### src/design/pfc_pkg.sv
// Package for the prime factor counter: operand and count widths and the
// constants of the trial division. No dependencies.
`timescale 1ns / 1ps

package pfc_pkg;

  // Width of the value port and default width of the factored operand.
  localparam int IN_BITS         = 32;
  localparam int VALUE_BITS_DEF  = 32;

  // Width of the factor count field.
  localparam int COUNT_BITS      = 6;

  // Trial division starts at the first prime.
  localparam int FIRST_DIVISOR   = 2;

  // A cofactor or operand above this value still holds a prime factor.
  localparam int UNIT_VALUE      = 1;

endpackage

### src/design/prime_factor_count.sv
// Prime factor counter, with multiplicity, by trial division, top level.
// Depends on pfc_pkg for widths and constants.
`timescale 1ns / 1ps

// prime_factor_count takes one unsigned integer per request and returns the
// number of its prime factors, counted with multiplicity. Only the low
// VALUE_BITS bits of the value are factored; 0 and 1 give a count of 0.
// Candidate divisors run 2, 3, 5, 7, 9, ... while the divisor does not exceed
// the remaining value divided by it, and every exact division adds one to the
// count; a cofactor above 1 that is left at the end adds one more.
// All the arithmetic goes through a single restoring divider that produces one
// quotient bit per cycle, so each trial division is VALUE_BITS shift-subtract
// steps followed by one step to evaluate the outcome. The time from the
// acceptance of a request to the next one therefore grows with the number of
// trial divisions: it is shortest for 0 and 1, short for values with small
// factors, and longest for a 32-bit prime near the top of the range. The
// result is offered in the same cycle that the next request can be taken.
// The block works on one request at a time and holds in_stall high while it
// does. The result sits in an output register, so a new request is accepted
// while an earlier result still waits for out_stall to fall; the block only
// waits at the end of a request if the previous result has still not been
// taken.

module prime_factor_count
  import pfc_pkg::*;
#(
  parameter int VALUE_BITS = VALUE_BITS_DEF
) (
  input  logic                  clk,
  input  logic                  rst,

  input  logic [IN_BITS-1:0]    value,
  input  logic                  in_valid,
  output logic                  in_stall,

  output logic [COUNT_BITS-1:0] factor_count,
  output logic                  out_valid,
  input  logic                  out_stall
);

  // The divisor never exceeds the square root of the operand by more than two,
  // so it needs only half the operand width plus one bit.
  localparam int DIV_BITS  = (VALUE_BITS + 1) / 2 + 1;
  localparam int STEP_BITS = $clog2(VALUE_BITS);
  localparam logic [STEP_BITS-1:0] STEP_LAST = STEP_BITS'(VALUE_BITS - 1);

  // Sequencer states.
  localparam logic [1:0] S_IDLE = 2'd0;  // waiting for a request
  localparam logic [1:0] S_DIV  = 2'd1;  // divider stepping through the bits
  localparam logic [1:0] S_EVAL = 2'd2;  // acting on quotient and remainder
  localparam logic [1:0] S_FIN  = 2'd3;  // handing the count to the output

  logic [1:0]            state;
  logic [STEP_BITS-1:0]  step;

  // Trial division working registers.
  logic [VALUE_BITS-1:0] n;      // the part of the operand not yet factored
  logic [DIV_BITS-1:0]   d;      // current candidate divisor
  logic [VALUE_BITS-1:0] quo;    // dividend shifting out, quotient shifting in
  logic [DIV_BITS-1:0]   rem;    // partial remainder
  logic [COUNT_BITS-1:0] count;

  logic [VALUE_BITS-1:0] operand;
  logic [DIV_BITS:0]     shifted;
  logic [DIV_BITS:0]     diff;
  logic                  fits;
  logic [DIV_BITS-1:0]   rem_step;
  logic                  past_root;
  logic                  out_free;

  // Bits above VALUE_BITS are dropped; a wider operand is zero extended.
  assign operand  = VALUE_BITS'(value);

  // One step of the restoring divider: bring down the next dividend bit and
  // subtract the divisor if it fits.
  assign shifted  = {rem, quo[VALUE_BITS-1]};
  assign diff     = shifted - {1'b0, d};
  assign fits     = (shifted >= {1'b0, d});
  assign rem_step = fits ? diff[DIV_BITS-1:0] : shifted[DIV_BITS-1:0];

  // The divisor is larger than the quotient, so its square exceeds the
  // remaining value and no further trial is needed.
  assign past_root = (VALUE_BITS'(d) > quo);

  assign out_free  = !out_valid || !out_stall;
  assign in_stall  = (state != S_IDLE);

  // Control registers.
  always_ff @(posedge clk) begin
    if (rst) begin
      state     <= S_IDLE;
      step      <= STEP_LAST;
    end else begin
      unique case (state)
        S_IDLE: begin
          if (in_valid) begin
            step  <= STEP_LAST;
            state <= (operand < VALUE_BITS'(FIRST_DIVISOR)) ? S_FIN : S_DIV;
          end
        end
        S_DIV: begin
          step <= step - STEP_BITS'(1);
          if (step == '0) begin
            state <= S_EVAL;
          end
        end
        S_EVAL: begin
          step  <= STEP_LAST;
          state <= past_root ? S_FIN : S_DIV;
        end
        S_FIN: begin
          if (out_free) begin
            state     <= S_IDLE;
          end
        end
      endcase
    end
  end

  // The result is offered once the count is final and stays until it is taken;
  // a new count may replace a result in the very cycle that result is taken.
  always_ff @(posedge clk) begin
    if (rst) begin
      out_valid <= 1'b0;
    end else if ((state == S_FIN) && out_free) begin
      out_valid <= 1'b1;
    end else if (out_valid && !out_stall) begin
      out_valid <= 1'b0;
    end
  end

  // Datapath registers; they are always written before they are used.
  always_ff @(posedge clk) begin
    unique case (state)
      S_IDLE: begin
        if (in_valid) begin
          n     <= operand;
          quo   <= operand;
          rem   <= '0;
          d     <= DIV_BITS'(FIRST_DIVISOR);
          count <= '0;
        end
      end
      S_DIV: begin
        quo <= {quo[VALUE_BITS-2:0], fits};
        rem <= rem_step;
      end
      S_EVAL: begin
        rem <= '0;
        if (past_root) begin
          // Whatever is left above one is itself prime.
          if (n > VALUE_BITS'(UNIT_VALUE)) begin
            count <= count + COUNT_BITS'(1);
          end
        end else if (rem == '0) begin
          // Exact division: keep the quotient and try the same divisor again.
          count <= count + COUNT_BITS'(1);
          n     <= quo;
        end else begin
          // After 2 only odd candidates can divide what is left.
          quo <= n;
          if (d == DIV_BITS'(FIRST_DIVISOR)) begin
            d <= d + DIV_BITS'(1);
          end else begin
            d <= d + DIV_BITS'(2);
          end
        end
      end
      S_FIN: begin
        if (out_free) begin
          factor_count <= count;
        end
      end
    endcase
  end

endmodule

### config.mk
export PLATFORM = sky130hd
export DESIGN_NAME = prime_factor_count
export DESIGN_NICKNAME = d
export VERILOG_FILES = /design/src/design/pfc_pkg.sv /design/src/design/prime_factor_count.sv
export SDC_FILE = /design/constraint.sdc
export NUM_CORES = 1
export LEC_CHECK = 0
export ABC_CLOCK_PERIOD_IN_PS = 4700
export BUFFER_PORTS_ARGS = -buffer_cell sky130_fd_sc_hd__buf_2
export CORE_UTILIZATION = 50
export DETAILED_ROUTE_END_ITERATION = 16
export PLACE_DENSITY = 0.67
export SLEW_MARGIN = 30
export SYNTH_ARGS = -nofsm -noshare
export SYNTH_HDL_FRONTEND = slang
export SYNTH_SLANG_ARGS = --single-unit
### constraint.sdc
create_clock -name clk -period 4.7 [get_ports clk]
set_clock_uncertainty 0.2 [all_clocks]
set_input_delay 0.235 -clock clk [delete_from_list [all_inputs] [get_ports clk]]
set_output_delay 0.235 -clock clk [all_outputs]
set_load 0.01 [all_outputs]
==> impl_metrics.json <==
{
  "syn_inst": 748,
  "drive_gt1_frac": 0.184,
  "synthFlopType": "edfxtp_1",
  "die_h_um": 127,
  "fp.coreArea_um2": 15300,
  "ys_warn_count": 0,
  "async_flop_share": 0,
  "cp_num_buf_inv": 1,
  "viasPerCell": 5.96,
  "final_cells": 1039,
  "grt_max_degree": 65,
  "cts_buffer_depth": 2,
  "htree_levels": 4,
  "start_kind": "flop",
  "cpMostUsedCell": "a21oi_1",
  "rsz0062_at_grt": "false",
  "num_vias": 6190,
  "hold_class": "in2reg",
  "routed_wl_mm": 19.3,
  "synth_area_leaders": "edfxtp_1, mux2_2, ha_1",
  "io_pins": 44,
  "area_delta_synth_final_pct": 16.9,
  "final_cell_area_um2": 9140,
  "min_period_over_period": 0.744,
  "cpPeakStageDelay_ns": 0.70,
  "cts_num_sinks": 118,
  "synth_cell_types": 65,
  "yosys_register_bits": 118,
  "dp_hpwl_mm": 13.3,
  "endpoint_kind": "flop",
  "slew_viol_final": 0,
  "clk_pin_slew_worst_paths_ns": 0.05,
  "numCtsBuffers": 17,
  "pre_cts_ws_ns": 1.15,
  "synth_top_area_share": 0.422,
  "rows": 45,
  "wire_per_inst_um": 18.6,
  "cp_top_family": "compound AO/OA/AOI/OAI gates",
  "grtUsageTotal": 0.252,
  "ys_seq_area_frac": 0.443,
  "slowest_stage": "a2111oi_0",
  "ant_nets": 0,
  "routabilityCongestion": 0.863,
  "synth_edf_count": 110,
  "dieArea_um2": 16100,
  "cp_max_fo": 32,
  "root_buffer": "clkbuf_16",
  "yosys.area.top_type": "edfxtp_1",
  "antenna_found_initial": 0,
  "status": "completed",
  "crit_chain": "ha_1 > a21oi_1 > o21a_1 > nor2_1 > a2111oi_0 > a21oi_1 > a21oi_4 > buf_4",
  "setup_viol": 0,
  "grt-ovfl-total": 0,
  "finalSetupTns_ns": 0,
  "timing.fmax_mhz": 286,
  "initial_core_util": 0.513,
  "grt_pass1_vias": 6145,
  "tightest_slew_ns": 0.812,
  "power_density_nw_per_um2": 780,
  "dp.cells": 976,
  "arrival_ns": 3.36,
  "nets": 898,
  "fin_crit_ns": 3.50,
  "die-width_um": 127,
  "ir_drop_v": 0.000430,
  "num-fill-cells": 1273,
  "p_leak_nw": 3.43,
  "dpl_cell_area_um2": 8240,
  "cts_setup_buffers": 0,
  "syn_nets": 829,
  "drc": 0,
  "slew_headroom": 0.454,
  "cts.repair.resized": 0,
  "hold_viol_final": 0,
  "grt_pass1_wl_mm": 31.4,
  "syn_area_per_cell_um2": 10.5,
  "num_antenna_cells": 0,
  "drtIter0Drc": 401,
  "first_pass_iters": 5,
  "portBuffers": 43,
  "syn_area_um2": 7820,
  "cts_tree": "yes",
  "critPathRequiredTime_ns": 4.57,
  "cap_violations": 0,
  "clock_latency_ns": 0.42,
  "crit_type": "reg2reg",
  "layout_setup_ws_ns": 1.20
}
cell usage in the layout (no fill, tap or decap), types with 4 or more instances in the layout:
master           n
a2111oi_0        4
nand2_1         46
a21oi_1         52
o21a_1           7
nand2b_1         5
clkbuf_16       17
and2_1          18
dlygate4sd3_1   33
o21ai_0         20
a211oi_1         4
nand3b_1         4
a21boi_0         7
nor3_1          11
o211ai_1         4
nor4_1          31
dfxtp_1          8
buf_2           43
nor2_1          56
a22oi_1         31
mux2i_1         16
nor2b_1          9
nand4_1         14
ha_1            41
inv_1           46
mux2_2          54
o221ai_1         5
a21o_1           5
or3_1            7
edfxtp_1       110
nand3_1         13
mux2_4           8
xor2_1           4
xnor2_1         22
buf_4            8
and3_1           5
cell usage after synthesis (all sizes together), types with 3 or more instances:
library cell / number
edfxtp: 110
mux2: 63
nor2: 56
a21oi: 55
inv: 46
nand2: 46
ha: 44
nor4: 33
a22oi: 31
o21ai: 23
xnor2: 22
clkbuf: 20
and2: 18
mux2i: 16
buf: 14
nand4: 14
nand3: 13
nor3: 11
nor2b: 9
dfxtp: 8
a21boi: 7
o21a: 7
or3: 7
a211oi: 5
a21o: 5
and3: 5
nand2b: 5
o221ai: 5
a2111oi: 4
nand3b: 4
o211ai: 4
xor2: 4
a31oi: 3
and4: 3
nor4b: 3
or2: 3
timing repair:
action | in CTS | in global routing
hold endpoints to repair | 63 | 0
hold buffers | 33 | 0
endpoints found under the setup margin | 0 | 0
final timing paths:
| check | from | end | slack, ns | depth (start not counted) |
|---|---|---|---|---|
| min reg2reg | count[5] | factor_count[5] | 0.29 | 0 |
| max reg2reg | d[9] | n[30] | 1.20 | 8 |
| min | value[0] | n[0] | 0.04 | 3 |
| max | d[9] | n[30] | 1.20 | 8 |
area by class of cell:
type | count | area [um2] | area share
timing repair buffer | 84 | 606 | 0.0663
clock buffer | 19 | 433 | 0.0474
tap | 211 | 264 | 0.0289
inverter | 46 | 173 | 0.0189
multi-input combinational | 550 | 4070 | 0.445
sequential | 118 | 3460 | 0.379
clock inverter | 11 | 135 | 0.0148
flip-flops by register name (all words and copies together), names as in the netlist:
name          cells
n                32
step              5
quo              32
count             6
state             2
rem              17
out_valid         1
d                17
factor_count      6
tightest hold or removal path, cell delays in order:
cell,delay (ns)
buf_2,0.11
inv_1,0.04
o21ai_0,0.16
power by group:
| part | internal (mW) | total [mW] | leakage, nW | switching (mW) |
|---|---|---|---|---|
| logic | 1.42 | 3.49 | 1.99 | 2.06 |
| registers | 1.89 | 2.36 | 1.17 | 0.471 |
| clock network | 0.818 | 1.28 | 0.271 | 0.460 |
per-layer routing:
metal  track usage  vias up  share of wire
li1              -     2976              -
met1         0.326     2997           0.44
met2         0.421      184           0.49
met3        0.0532       33          0.051
met4        0.0882        0          0.019
met5             0        -              0
metrics by stage:
step,power [mW],hold WS (ns),util
after global placement,5.64,0.268,0.539
after global routing,7.65,0.0353,0.599
after CTS,7.11,0.0231,0.599
after floorplan,4.86,0.107,-
after detailed placement,5.78,0.269,0.540
final,7.13,0.0384,0.599
cells by family (layout without fill, tap and decap cells):
logic type,Yosys count,after routing,synth area share
AO/OA/AOI/OAI,165,165,0.137
XOR/XNOR,26,26,0.0291
adder cells (fa/ha/maj),45,45,0.0730
buffers and inverters,80,160,0.0443
flip-flops,118,118,0.443
multiplexers,79,79,0.115
AND/OR/NAND/NOR,235,235,0.158
Note: power is estimated with default switching activity, not from simulation.
